$ cat config.mk
export PLATFORM = sky130hd
export DESIGN_NAME = ipfix_record_field_walker
export DESIGN_NICKNAME = d
export VERILOG_FILES = /design/src/sv/iprfw_pkg.sv /design/src/sv/ipfix_record_field_walker.sv /design/src/sv/iprfw_tmpl_mem.sv /design/src/sv/iprfw_walk.sv /design/src/sv/iprfw_out_buf.sv
export SDC_FILE = /design/constraint.sdc
export NUM_CORES = 2
export LEC_CHECK = 0
export BUFFER_PORTS_ARGS = -buffer_cell sky130_fd_sc_hd__buf_2
export CORE_MARGIN = 2
export CORE_UTILIZATION = 44
export DETAILED_ROUTE_END_ITERATION = 8
export HOLD_SLACK_MARGIN = 0.05
export SKIP_LAST_GASP = 1
export SLEW_MARGIN = 30
export SYNTH_ARGS = -nofsm -noshare
export SYNTH_HDL_FRONTEND = slang
export SYNTH_HIERARCHICAL = 1
export SYNTH_MEMORY_MAX_BITS = 65536
export SYNTH_SLANG_ARGS = --single-unit
$ cat constraint.sdc
create_clock -name clk -period 27.6 [get_ports clk]
set_input_delay 2.76 -clock clk [delete_from_list [all_inputs] [get_ports clk]]
set_output_delay 2.76 -clock clk [all_outputs]
set_load 0.01 [all_outputs]
$ cat src/sv/iprfw_pkg.sv
package iprfw_pkg;

	localparam int MAX_FIELDS_DEF = 64;

	localparam logic [15:0] PAD_ELEMENT = 16'd210;
	localparam logic [31:0] PEN_REVERSE = 32'd29305;
	localparam logic [15:0] VAR_LENGTH  = 16'hFFFF;
	localparam logic [7:0]  LONG_PREFIX = 8'hFF;
	localparam logic [15:0] OFFSET_MAX  = 16'hFFFF;

	localparam logic CMD_LOAD = 1'b0;
	localparam logic CMD_BYTE = 1'b1;

	typedef enum logic [1:0] {
		ST_OK        = 2'd0,
		ST_TRUNC     = 2'd1,
		ST_BEYOND    = 2'd2,
		ST_BAD_ENTRY = 2'd3
	} status_t;

	typedef enum logic [2:0] {
		CFG_FIELDS_IN_USE   = 3'd0,
		CFG_SHOW_PADDING    = 3'd1,
		CFG_SKIP_UNKNOWN    = 3'd2,
		CFG_SKIP_REVERSE    = 3'd3,
		CFG_FIND_MODE       = 3'd4,
		CFG_FIND_ELEMENT    = 3'd5,
		CFG_FIND_ENTERPRISE = 3'd6
	} cfg_reg_t;

	typedef struct packed {
		logic [6:0]  fields_in_use;
		logic        show_padding;
		logic        skip_unknown;
		logic        skip_reverse;
		logic        find_mode;
		logic [15:0] find_element;
		logic [31:0] find_enterprise;
	} cfg_t;

	typedef struct packed {
		logic        command;
		logic [5:0]  entry_index;
		logic [15:0] entry_element;
		logic [31:0] entry_enterprise;
		logic [15:0] entry_length;
		logic        entry_known;
		logic        entry_reverse;
		logic [7:0]  data_byte;
		logic        last_byte;
	} in_item_t;

	typedef struct packed {
		logic        reverse;
		logic        known;
		logic [15:0] length;
		logic [31:0] enterprise;
		logic [15:0] element;
	} tmpl_entry_t;

	typedef struct packed {
		logic        en;
		logic [5:0]  index;
		tmpl_entry_t data;
	} tmpl_wr_t;

	typedef struct packed {
		status_t     status;
		logic        record_done;
		logic [31:0] field_enterprise;
		logic [15:0] field_element;
		logic [15:0] data_size;
		logic [15:0] data_offset;
		logic [5:0]  field_position;
		logic        field_valid;
	} result_t;

endpackage

$ cat src/sv/ipfix_record_field_walker.sv
// IPFIX data record walker.
// The s_ side takes one beat per item: s_tuser = 1 carries a record byte, 0 loads one
// template entry into the template memory. s_tlast marks the last byte of a record.
// The m_ side gives zero or one result per item: a field report (m_tuser = 1) on the
// first data byte of a field (on the length byte of an empty one), a bad-entry status
// for a rejected load, and a record close (m_tlast = 1) with its status on the last byte.
// The cfg_ channel writes the filter and template-size registers; write it only while
// no record is in flight.
// Throughput: one item per cycle while s_tready is high. The template memory is read at
// the position the walk will stand on next, so each byte finds its entry already registered.
// Output: each result is registered in the output buffer before it reaches m_tvalid.
// Stall: results go to a two-beat output buffer; s_tready drops only when both beats
// are held, and rises again as soon as m_tready takes one.
// Reset: the walk returns to the first field at offset 0; configuration and valid flags clear.
// Template contents are undefined until loaded; no clearing pass runs.
module ipfix_record_field_walker #(
	parameter int MAX_FIELDS = iprfw_pkg::MAX_FIELDS_DEF
) (
	input  logic        clk,
	input  logic        arst_n,
	input  logic        s_tvalid,
	output logic        s_tready,
	// entry_index, entry_element, entry_enterprise, entry_length, entry_known,
	// entry_reverse, data_byte
	input  logic [79:0] s_tdata,
	// command
	input  logic        s_tuser,
	input  logic        s_tlast,
	output logic        m_tvalid,
	input  logic        m_tready,
	// field_position, data_offset, data_size, field_element, field_enterprise, status
	output logic [87:0] m_tdata,
	// field_valid
	output logic        m_tuser,
	output logic        m_tlast,
	input  logic        cfg_valid,
	output logic        cfg_ready,
	input  logic [2:0]  cfg_index,
	input  logic [31:0] cfg_data
);
	import iprfw_pkg::*;

	localparam int AW = (MAX_FIELDS > 1) ? $clog2(MAX_FIELDS) : 1;

	cfg_t        cfg_q;
	in_item_t    item;
	tmpl_entry_t tmpl_rd;
	tmpl_wr_t    tmpl_wr;
	logic [AW-1:0] rd_addr;
	logic        accept, res_valid, buf_ready;
	result_t     res, out_res;

	assign cfg_ready = 1'b1;

	always_ff @(posedge clk or negedge arst_n) begin
		if (!arst_n) begin
			cfg_q <= '0;
		end else if (cfg_valid) begin
			unique case (cfg_reg_t'(cfg_index))
				CFG_FIELDS_IN_USE:   cfg_q.fields_in_use   <= cfg_data[6:0];
				CFG_SHOW_PADDING:    cfg_q.show_padding    <= cfg_data[0];
				CFG_SKIP_UNKNOWN:    cfg_q.skip_unknown    <= cfg_data[0];
				CFG_SKIP_REVERSE:    cfg_q.skip_reverse    <= cfg_data[0];
				CFG_FIND_MODE:       cfg_q.find_mode       <= cfg_data[0];
				CFG_FIND_ELEMENT:    cfg_q.find_element    <= cfg_data[15:0];
				CFG_FIND_ENTERPRISE: cfg_q.find_enterprise <= cfg_data;
				default: ;
			endcase
		end
	end

	assign item.command          = s_tuser;
	assign item.entry_index      = s_tdata[5:0];
	assign item.entry_element    = s_tdata[21:6];
	assign item.entry_enterprise = s_tdata[53:22];
	assign item.entry_length     = s_tdata[69:54];
	assign item.entry_known      = s_tdata[70];
	assign item.entry_reverse    = s_tdata[71];
	assign item.data_byte        = s_tdata[79:72];
	assign item.last_byte        = s_tlast;

	assign s_tready = buf_ready;
	assign accept   = s_tvalid && buf_ready;

	iprfw_tmpl_mem #(
		.DEPTH (MAX_FIELDS),
		.AW    (AW)
	) u_mem (
		.clk     (clk),
		.wr      (tmpl_wr),
		.rd_addr (rd_addr),
		.rd_data (tmpl_rd)
	);

	iprfw_walk #(
		.MAX_FIELDS (MAX_FIELDS),
		.AW         (AW)
	) u_walk (
		.clk       (clk),
		.arst_n    (arst_n),
		.cfg       (cfg_q),
		.accept    (accept),
		.item      (item),
		.tmpl_rd   (tmpl_rd),
		.tmpl_wr   (tmpl_wr),
		.rd_addr   (rd_addr),
		.res_valid (res_valid),
		.res       (res)
	);

	iprfw_out_buf u_out (
		.clk       (clk),
		.arst_n    (arst_n),
		.push      (res_valid),
		.push_data (res),
		.ready     (buf_ready),
		.out_valid (m_tvalid),
		.out_ready (m_tready),
		.out_data  (out_res)
	);

	assign m_tdata = {out_res.status, out_res.field_enterprise, out_res.field_element,
		out_res.data_size, out_res.data_offset, out_res.field_position};
	assign m_tuser = out_res.field_valid;
	assign m_tlast = out_res.record_done;

endmodule

$ cat src/sv/iprfw_tmpl_mem.sv
module iprfw_tmpl_mem #(
	parameter int DEPTH = iprfw_pkg::MAX_FIELDS_DEF,
	parameter int AW    = 6
) (
	input  logic                   clk,
	input  iprfw_pkg::tmpl_wr_t    wr,
	input  logic [AW-1:0]          rd_addr,
	output iprfw_pkg::tmpl_entry_t rd_data
);
	import iprfw_pkg::*;

	tmpl_entry_t mem [DEPTH];
	logic [AW-1:0] wr_addr;

	assign wr_addr = AW'(wr.index);

	always_ff @(posedge clk) begin
		if (wr.en) begin
			mem[wr_addr] <= wr.data;
		end
	end

	// forward a same-cycle write to the entry being read
	always_ff @(posedge clk) begin
		if (wr.en && wr_addr == rd_addr) begin
			rd_data <= wr.data;
		end else begin
			rd_data <= mem[rd_addr];
		end
	end

endmodule

$ cat src/sv/iprfw_walk.sv
module iprfw_walk #(
	parameter int MAX_FIELDS = iprfw_pkg::MAX_FIELDS_DEF,
	parameter int AW         = 6
) (
	input  logic                   clk,
	input  logic                   arst_n,
	input  iprfw_pkg::cfg_t        cfg,
	input  logic                   accept,
	input  iprfw_pkg::in_item_t    item,
	input  iprfw_pkg::tmpl_entry_t tmpl_rd,
	output iprfw_pkg::tmpl_wr_t    tmpl_wr,
	output logic [AW-1:0]          rd_addr,
	output logic                   res_valid,
	output iprfw_pkg::result_t     res
);
	import iprfw_pkg::*;

	typedef enum logic [1:0] {
		PH_START   = 2'd0,
		PH_SIZE_HI = 2'd1,
		PH_SIZE_LO = 2'd2,
		PH_DATA    = 2'd3
	} phase_t;

	phase_t      phase_q, n_phase;
	logic [6:0]  pos_q, n_pos, pos_inc;
	logic [15:0] offset_q, n_offset, offset_inc;
	logic [15:0] rem_q, n_rem, rem_dec, long_size;
	logic [7:0]  hi_q, n_hi;
	logic        shown, beyond, passes, idx_ok;
	logic [15:0] rep_offset, rep_size;

	function automatic logic past_end(input logic [6:0] pos, input logic [6:0] in_use);
		past_end = (32'(pos) >= 32'(MAX_FIELDS)) || (pos >= in_use);
	endfunction

	assign pos_inc    = pos_q + 7'd1;
	assign offset_inc = (offset_q == OFFSET_MAX) ? offset_q : offset_q + 16'd1;
	assign long_size  = {hi_q, item.data_byte};
	assign idx_ok     = 32'(item.entry_index) < 32'(MAX_FIELDS);

	always_comb begin
		if (cfg.find_mode) begin
			passes = (tmpl_rd.element == cfg.find_element)
				&& (tmpl_rd.enterprise == cfg.find_enterprise);
		end else begin
			passes = 1'b1;
			if (!cfg.show_padding && tmpl_rd.element == PAD_ELEMENT
				&& (tmpl_rd.enterprise == '0 || tmpl_rd.enterprise == PEN_REVERSE)) begin
				passes = 1'b0;
			end
			if (cfg.skip_unknown && !tmpl_rd.known) begin
				passes = 1'b0;
			end
			if (cfg.skip_reverse && tmpl_rd.reverse) begin
				passes = 1'b0;
			end
		end
	end

	always_comb begin
		n_pos      = pos_q;
		n_phase    = phase_q;
		n_offset   = offset_q;
		n_rem      = rem_q;
		n_hi       = hi_q;
		shown      = 1'b0;
		beyond     = 1'b0;
		rep_offset = offset_q;
		rep_size   = '0;
		rem_dec    = '0;
		res_valid  = 1'b0;
		res        = '0;
		tmpl_wr.en    = 1'b0;
		tmpl_wr.index = item.entry_index;
		tmpl_wr.data  = '{reverse: item.entry_reverse, known: item.entry_known,
			length: item.entry_length, enterprise: item.entry_enterprise,
			element: item.entry_element};

		if (accept && item.command == CMD_LOAD) begin
			if (item.entry_length == '0 || !idx_ok) begin
				res_valid  = 1'b1;
				res.status = ST_BAD_ENTRY;
			end else begin
				tmpl_wr.en = 1'b1;
			end
		end else if (accept) begin
			unique case (phase_q)
				PH_START: begin
					if (rem_q != '0) begin
						shown    = passes;
						rep_size = rem_q;
						rem_dec  = rem_q - 16'd1;
						if (rem_dec == '0) begin
							n_pos = pos_inc;
							n_rem = '0;
						end else begin
							n_rem   = rem_dec;
							n_phase = PH_DATA;
						end
					end else if (past_end(pos_q, cfg.fields_in_use)) begin
						beyond = 1'b1;
					end else if (tmpl_rd.length != VAR_LENGTH) begin
						shown    = passes;
						rep_size = tmpl_rd.length;
						if (tmpl_rd.length <= 16'd1) begin
							n_pos = pos_inc;
						end else begin
							n_rem   = tmpl_rd.length - 16'd1;
							n_phase = PH_DATA;
						end
					end else if (item.data_byte == LONG_PREFIX) begin
						n_phase = PH_SIZE_HI;
					end else if (item.data_byte == '0) begin
						shown      = passes;
						rep_offset = offset_inc;
						n_pos      = pos_inc;
					end else begin
						n_rem = 16'(item.data_byte);
					end
				end
				PH_SIZE_HI: begin
					n_hi    = item.data_byte;
					n_phase = PH_SIZE_LO;
				end
				PH_SIZE_LO: begin
					n_phase = PH_START;
					if (long_size == '0) begin
						shown      = passes;
						rep_offset = offset_inc;
						n_pos      = pos_inc;
						n_rem      = '0;
					end else begin
						n_rem = long_size;
					end
				end
				PH_DATA: begin
					rem_dec = (rem_q != '0) ? rem_q - 16'd1 : '0;
					if (rem_dec == '0) begin
						n_pos   = pos_inc;
						n_phase = PH_START;
						n_rem   = '0;
					end else begin
						n_rem = rem_dec;
					end
				end
			endcase

			n_offset = offset_inc;

			if (shown) begin
				res_valid            = 1'b1;
				res.field_valid      = 1'b1;
				res.field_position   = 6'(pos_q);
				res.data_offset      = rep_offset;
				res.data_size        = rep_size;
				res.field_element    = tmpl_rd.element;
				res.field_enterprise = tmpl_rd.enterprise;
			end

			if (item.last_byte) begin
				res_valid       = 1'b1;
				res.record_done = 1'b1;
				if (beyond) begin
					res.status = ST_BEYOND;
				end else if (n_phase != PH_START || n_rem != '0
					|| !past_end(n_pos, cfg.fields_in_use)) begin
					res.status = ST_TRUNC;
				end else begin
					res.status = ST_OK;
				end
				n_pos    = '0;
				n_phase  = PH_START;
				n_offset = '0;
				n_rem    = '0;
				n_hi     = '0;
			end
		end
	end

	assign rd_addr = AW'(n_pos);

	always_ff @(posedge clk or negedge arst_n) begin
		if (!arst_n) begin
			pos_q    <= '0;
			phase_q  <= PH_START;
			offset_q <= '0;
			rem_q    <= '0;
			hi_q     <= '0;
		end else begin
			pos_q    <= n_pos;
			phase_q  <= n_phase;
			offset_q <= n_offset;
			rem_q    <= n_rem;
			hi_q     <= n_hi;
		end
	end

endmodule

$ cat src/sv/iprfw_out_buf.sv
module iprfw_out_buf (
	input  logic               clk,
	input  logic               arst_n,
	input  logic               push,
	input  iprfw_pkg::result_t push_data,
	output logic               ready,
	output logic               out_valid,
	input  logic               out_ready,
	output iprfw_pkg::result_t out_data
);
	import iprfw_pkg::*;

	logic    out_valid_q, skid_valid_q, take;
	result_t out_data_q, skid_data_q;

	assign take      = out_valid_q && out_ready;
	assign ready     = !skid_valid_q;
	assign out_valid = out_valid_q;
	assign out_data  = out_data_q;

	always_ff @(posedge clk or negedge arst_n) begin
		if (!arst_n) begin
			out_valid_q  <= 1'b0;
			skid_valid_q <= 1'b0;
		end else if (take) begin
			if (skid_valid_q) begin
				skid_valid_q <= push;
			end else begin
				out_valid_q <= push;
			end
		end else if (push) begin
			if (out_valid_q) begin
				skid_valid_q <= 1'b1;
			end else begin
				out_valid_q <= 1'b1;
			end
		end
	end

	always_ff @(posedge clk) begin
		if (take) begin
			if (skid_valid_q) begin
				out_data_q <= skid_data_q;
				if (push) begin
					skid_data_q <= push_data;
				end
			end else if (push) begin
				out_data_q <= push_data;
			end
		end else if (push) begin
			if (out_valid_q) begin
				skid_data_q <= push_data;
			end else begin
				out_data_q <= push_data;
			end
		end
	end

endmodule
# Word level (Yosys, flattened, before mapping)
# Memory sizes are Yosys's and may differ from the RTL's. A register that Yosys moved wholly into a read port is not among the register bits.
# Cells that the tools add are included.
[classes]
add_sub_neg = 4
multipliers = 0
div = 0
order_cmp = 5
eq_ne = 20
shift = 0
muxes = 106
n_bitwise = 2
reduce_logical = 45
[op_table]
columns = ["cell", "count"]
rows = [
  ["90-bit 2-to-1 mux", 10],
  ["16-bit 2-to-1 mux", 25],
  ["88-bit 2-to-1 mux", 1],
  ["87-bit 2-to-1 mux", 1],
  ["7-bit 2-to-1 mux", 12],
  ["16-bit logical NOT", 4],
  ["16-bit case mux with 3 select lines", 1],
  ["1-bit 2-to-1 mux", 34],
  ["32-bit by 15-bit == test with 1-bit output (second input constant)", 1],
  ["32-bit == test", 1],
  ["32-bit logical NOT", 1],
  ["16-bit case mux with 2 select lines", 1],
  ["16-bit nonzero test", 2],
  ["16-bit by 1-bit subtractor with 16-bit output (second input constant)", 2],
  ["2-bit 2-to-1 mux", 13],
  ["7-bit case mux with 3 select lines", 1],
  ["2-bit AND reduction", 10],
  ["16-bit by 1-bit adder with 16-bit output (second input constant)", 1],
  ["16-bit == test", 1],
  ["16-bit == test (second input constant)", 1],
  ["16-bit by 8-bit == test with 1-bit output (second input constant)", 1],
  ["16-bit by 1-bit less-or-equal comparator with 1-bit output (second input constant)", 1],
  ["8-bit 2-to-1 mux", 2],
  ["16-bit inequality test (second input constant)", 1],
  ["25 further kinds", 54],
]
[totals]
regBits = 290
latchBits = 0
ram_bits = 4224
rom_bits = 0
input_bits = 122
out_inout_bits = 93
elab_cells = 214
mem_count = 1
[mem_list]
columns = ["memory", "depth", "width", "rd", "rd_ports_with_merged_regs", "write_ports", "line_no", "source"]
rows = [
  ["u_mem.mem", 64, 66, 1, 1, 1, "iprfw_tmpl_mem.sv:12", "tmpl_entry_t mem [DEPTH];"],
]

# Logic depth before layout (Yosys ltp)
[depth]
depth_word = 22
mapped_depth = 28
mapped_depth_nobuf = 24

# By module
# Netlist, hierarchy kept.
[by_module_without_submodules]
columns = ["module", "n_inst", "cells_each", "area_per_inst_um2", "seq_area_each_um2"]
rows = [
  ["iprfw_tmpl_mem", 1, 6748, 160018.5, 126961.8],
  ["iprfw_walk", 1, 969, 7109.3, 1226.2],
  ["iprfw_out_buf", 1, 292, 6635.1, 5455.2],
  ["ipfix_record_field_walker", 1, 133, 2297.2, 1476.4],
]

# Worst setup path after synthesis
# No wires, ideal clock.
[synth_path]
path_kind = "input-to-reg"
start = "input s_tdata[72]"
end = "register u_out.out_data_q, in the netlist u_out/out_data[0] (enable)"
setup_time_ps = 569
t_arrival_ps = 9005
required_time_ps = 27031
setup_slack_ps = 18026
stages = 11
n_path_buf = 2
cell_sequence = "nor4_1 > nand2_1 > nand2_1 > a211oi_1 > a21oi_1 > and4_1 > clkbuf_1 > clkbuf_1 > nand3b_1 > a21oi_1 > a21oi_1"
[synth_between]
elab_chain_len = 15
word_cells_on_any_way = 19
cone_classes = "eq/ne: 1; mux: 13; reduce/logical: 5"
[synth_lines]
columns = ["element", "line_no", "source"]
rows = [
  ["start: declaration", "ipfix_record_field_walker.sv:25", "input logic [79:0] s_tdata,"],
  ["8-bit logical NOT", "iprfw_walk.sv:114", "end else if (item.data_byte == '0) begin"],
  ["1-bit 2-to-1 mux", "iprfw_walk.sv:114", ""],
  ["1-bit 2-to-1 mux", "iprfw_walk.sv:112", "end else if (item.data_byte == LONG_PREFIX) begin"],
  ["1-bit 2-to-1 mux", "iprfw_walk.sv:103", "end else if (tmpl_rd.length != VAR_LENGTH) begin"],
  ["1-bit 2-to-1 mux", "iprfw_walk.sv:101", "end else if (past_end(pos_q, cfg.fields_in_use)) begin"],
  ["1-bit 2-to-1 mux", "iprfw_walk.sv:90", "if (rem_q != '0) begin"],
  ["1-bit case mux with 2 select lines (*)", "iprfw_walk.sv:88", "unique case (phase_q)"],
  ["1-bit 2-to-1 mux (*)", "iprfw_walk.sv:87", "end else if (accept) begin"],
  ["1-bit 2-to-1 mux (*)", "iprfw_walk.sv:80", "if (accept && item.command == CMD_LOAD) begin"],
  ["1-bit 2-to-1 mux (*)", "iprfw_walk.sv:151", "if (shown) begin"],
  ["1-bit 2-to-1 mux (*)", "iprfw_walk.sv:161", "if (item.last_byte) begin"],
  ["1-bit 2-to-1 mux (*)", "iprfw_walk.sv:87", ""],
  ["1-bit 2-to-1 mux (*)", "iprfw_walk.sv:80", ""],
  ["via res_valid", "ipfix_record_field_walker.sv:50", "logic accept, res_valid, buf_ready;"],
  ["2-bit nonzero test (no line)", "n/a", ""],
  ["3-bit AND reduction (no line) (*)", "n/a", ""],
  ["end signal: assignment", "iprfw_out_buf.sv:43", "out_data_q <= skid_data_q;"],
  ["end signal: assignment", "iprfw_out_buf.sv:48", "out_data_q <= push_data;"],
  ["end signal: assignment", "iprfw_out_buf.sv:54", "out_data_q <= push_data;"],
  ["end: declaration", "iprfw_out_buf.sv:14", "result_t out_data_q, skid_data_q;"],
]
# The timed path passes the listed nets; every way through them passes the cells marked *. The select of a mux whose other input is x is not followed.
# A chain may end at the register's enable or synchronous reset.

==> metrics <==
outcome=completed; row cnt=232; Wirelength per Cell=35.92 microns; grt met1 use=35.81%; Yosys reg bits=4520; Synth top area share=75.11%; area leader, netlist=edfxtp_1; Switching Fraction=20.04%; global-route wire length before repair=710.2 mm; Tightest Hold Check Type=register to register; Distinct cells, synth=101; Synth area leaders=edfxtp_1, mux4_2, dfrtp_1; Comb pwr share=1.2%; initial antenna violation count=44; synthesized area per cell=21.62 sq um; WL final=511.8 mm; Tmin final=9.566 ns; Leak=60.11 nW; CTS resizes=0; max-slew violations=0; Final nets=8727; die footprint=405200 sq um; Remaining Overflow, GRT=0; Detail Route Antenna Nets=0; Synth Area in Compound Gates=3.123%; core area=398800 sq um; Power Internal=10.95 mW; R2R Path End=u_out/out_data[76]; final hold viol count=0; RSZ-0062 raised after global routing=false; clk_skew=0.09615 ns; Setup crit start kind=register; hold buffers post-CTS=0; Reg2Reg Depth=20; multi-input gate area in the final layout=38650 sq um; fmax=0.1045 GHz; Slew headroom=26.26%; DRC=0; crit path DAT=10.16 ns; CTS tree=done; # clock sinks=4520; Final Cycle Share=34.66%; Flop pwr share=55.2%; simple-gate area share of the yosys netlist=2.631%; via density per instance=6.372; worst vdd ir=0.05315 mV; CTS root buf=clkbuf_16; largest family of logic cells by synthesized area=multiplexers; Net Count, Synth=8286; Synth Instances=8142; DR pass1 iterations=8; top_reg_cell synth=edfxtp_1; fraction of layout cells with a size suffix above 1=28.26%; die width=636.6 microns; post-CTS setup buffer count=0; Most Frequent Cell on Critical Path=buf_4; post-synthesis mux area share=15.27%; Hold WS=0.5093 ns; # Max-Cap Violations=0; Worst EP required=28.19 ns; vias in the first global route=88990; total vias in the final route=90800; Async SR Flop Fraction=2.434%; PwrDens=68.72 nW/um^2; Area Growth Syn to Fin=13.14%; M2 GR Usage=39.03%; Slew @ Worst Pin=1.106 ns; clk slew on worst S/H paths=0.06 ns; R2R setup slack=18.03 ns; Post-Route Utilization=49.94%; Seq/Total Area, Yosys=76.75%; H-tree depth=5; initial DRC count=13100; Post-Synth XOR/XNOR Area=0.3816%; num ports=215; Final HPWL DP=289.0 mm; EDFF count, synth=4404; warnings from Yosys=6; Sequential Area=135100 sq um; Initial Util=44.14%; max incr delay on CP=0.85 ns; M3 GR Usage=4.716%; CP endpoint kind=register; GR peak layer=met2; setup_tns=0 ns; Post-Synth Adder-Cell Area=0.1563%; largest net degree at the start of global routing=110; PortBufs=213; cts bufs inserted=447; Cell Chain, Critical Path=buf_6 > buf_4 > buf_4 > buf_6 > mux4_2 > o221ai_1 > o22ai_1 > and3_1 > xnor2_1 > nand4_1 > nor4_1 > nand3_1 > o21bai_1 > and4_2 > buf_4 > nand3b_1 > a21oi_1 > a21oi_4 > buf_4 > buf_4; Clock power frac=43.6%; Die Y=636.6 microns; mapped cell area=176100 sq um; count of final setup violators=0; Routability Congestion=0.8755; CP Class=register to register; CTS Buffer Depth=4; clk_lat worst skew=1.01 ns; Critical Path End=u_out/out_data[76]; Tot GR Track Use=24.86%; Max FO, Critical Path=75; slowest CP cell=dfxtp_4; Fillers=31520; Sw Pwr=2.743 mW
power by group through the flow:
| stage | clock [mW] | combinational (mW) | sequential [mW] |
|---|---|---|---|
| 3_5_place_dp | 0 | 0.163 | 7.71 |
| 3_3_place_gp | 0 | 0.153 | 7.71 |
| 5_1_grt | 6.31 | 0.182 | 7.56 |
| 4_1_cts | 6.05 | 0.164 | 7.56 |
| 6_report | 5.96 | 0.165 | 7.56 |
| 2_1_floorplan | 0 | 0.0962 | 7.69 |
worst max-delay path: cells and delay by family, from the launching register on:
kind | cells | cell delay [ns]
buffers and inverters | 7 | 4.19
muxes | 1 | 0.35
xor gates and xnor gates | 1 | 0.20
and+or+nand+nor | 6 | 2.01
AOI/OAI and AO/OA | 5 | 1.27
DFF | 1 | 0.85
synth_stat cells, drive strengths merged (22+ instances only):
master,instances
buf,352
a31oi,32
or2,38
ha,22
nand3,73
mux4,1056
mux2,149
mux2i,141
a21oi,62
o21ai,62
and2,71
a211oi,32
nor3,114
clkbuf,181
nor2,123
a41oi,31
dfrtp,110
and3,73
xnor2,54
a22o,104
nor2b,35
nand4,43
o22ai,98
nand2,150
a22oi,186
inv,50
o221ai,45
or3,40
edfxtp,4404
nor4,37
how the worst min path moves through the flow:
stage / start / slack (ns) / endpoint / cells after the start
final: cfg_q[55] / 0.51 / cfg_q[55] / 1
after global routing: cfg_q[54] / 0.52 / cfg_q[54] / 1
after CTS: cfg_q[55] / 0.51 / cfg_q[55] / 1
after detailed placement: cfg_q[55] / 0.50 / cfg_q[55] / 1
after global placement: cfg_q[56] / 0.50 / cfg_q[56] / 1
after floorplan: cfg_q[50] / 0.47 / cfg_q[50] / 1
per-stage QoR:
step	power (mW)	std cells	cell area [sq um]	setup WS, ns
after floorplan	7.789	8142	176100	18.03
final	13.69	14250	199200	18.03
after CTS	13.77	14230	198900	17.40
after detailed placement	7.870	13400	184600	17.42
after global placement	7.860	13370	183800	17.48
after global routing	14.05	14240	199200	17.44
state kept, by name, summed over array words and instances (netlist names), named ones only:
signal              cells
u_out/out_data         90
u_walk/phase_q          2
u_walk/rem_q           16
u_out/out_valid         1
u_walk/pos_q            7
u_out/skid_data_q      90
u_walk/hi_q             8
u_walk/offset_q        16
u_out/skid_valid_q      1
u_mem/mem            4224
cfg_q                  59
placed cells by master (no fill, tap or decap), types with 22 or more instances in the layout:
| cell type | count |
|---|---|
| buf_16 | 26 |
| a22oi_1 | 186 |
| and3_1 | 72 |
| o22ai_1 | 98 |
| a22o_1 | 104 |
| mux2i_1 | 141 |
| and2_1 | 69 |
| clkbuf_16 | 454 |
| nand3_1 | 72 |
| ha_1 | 22 |
| nand2_1 | 145 |
| or2_2 | 31 |
| a211oi_1 | 30 |
| clkbuf_1 | 87 |
| or3_1 | 40 |
| buf_4 | 316 |
| o221ai_1 | 44 |
| buf_2 | 158 |
| a41oi_1 | 31 |
| mux4_2 | 1056 |
| nor2_4 | 64 |
| clkinv_1 | 104 |
| nor2b_1 | 32 |
| dfrtp_1 | 110 |
| xnor2_1 | 52 |
| o21ai_0 | 55 |
| edfxtp_1 | 4404 |
| nor3_1 | 92 |
| bufinv_16 | 34 |
| inv_1 | 50 |
| nor4_1 | 32 |
| a31oi_1 | 32 |
| mux2_2 | 140 |
| nor2_1 | 55 |
| clkinv_2 | 103 |
| a21oi_1 | 60 |
| nand4_1 | 43 |
layout make-up:
| cell class | count | area share, % |
|---|---|---|
| diodes | 20 | 0.02512 |
| clock buffers | 554 | 5.957 |
| clock inverters | 276 | 1.217 |
| inverters | 50 | 0.09422 |
| multi-input cells | 3039 | 19.40 |
| flip-flops and latches | 4520 | 67.84 |
| well taps | 5265 | 3.307 |
| repair buffers | 525 | 2.159 |
metal layers:
layer,wire [microns],vias to the layer above
li1,-,35280
met1,205400,49610
met2,240000,5038
met3,50720,874
met4,15690,6
met5,41,-
kinds of logic after synthesis:
logic type	Yosys count
AO/OA/AOI/OAI	743
XOR/XNOR	75
adder cells (fa/ha/maj)	22
buffers and inverters	583
flip-flops	4520
multiplexers	1346
other	1
AND/OR/NAND/NOR	852
(Power assumes the default switching activity.)
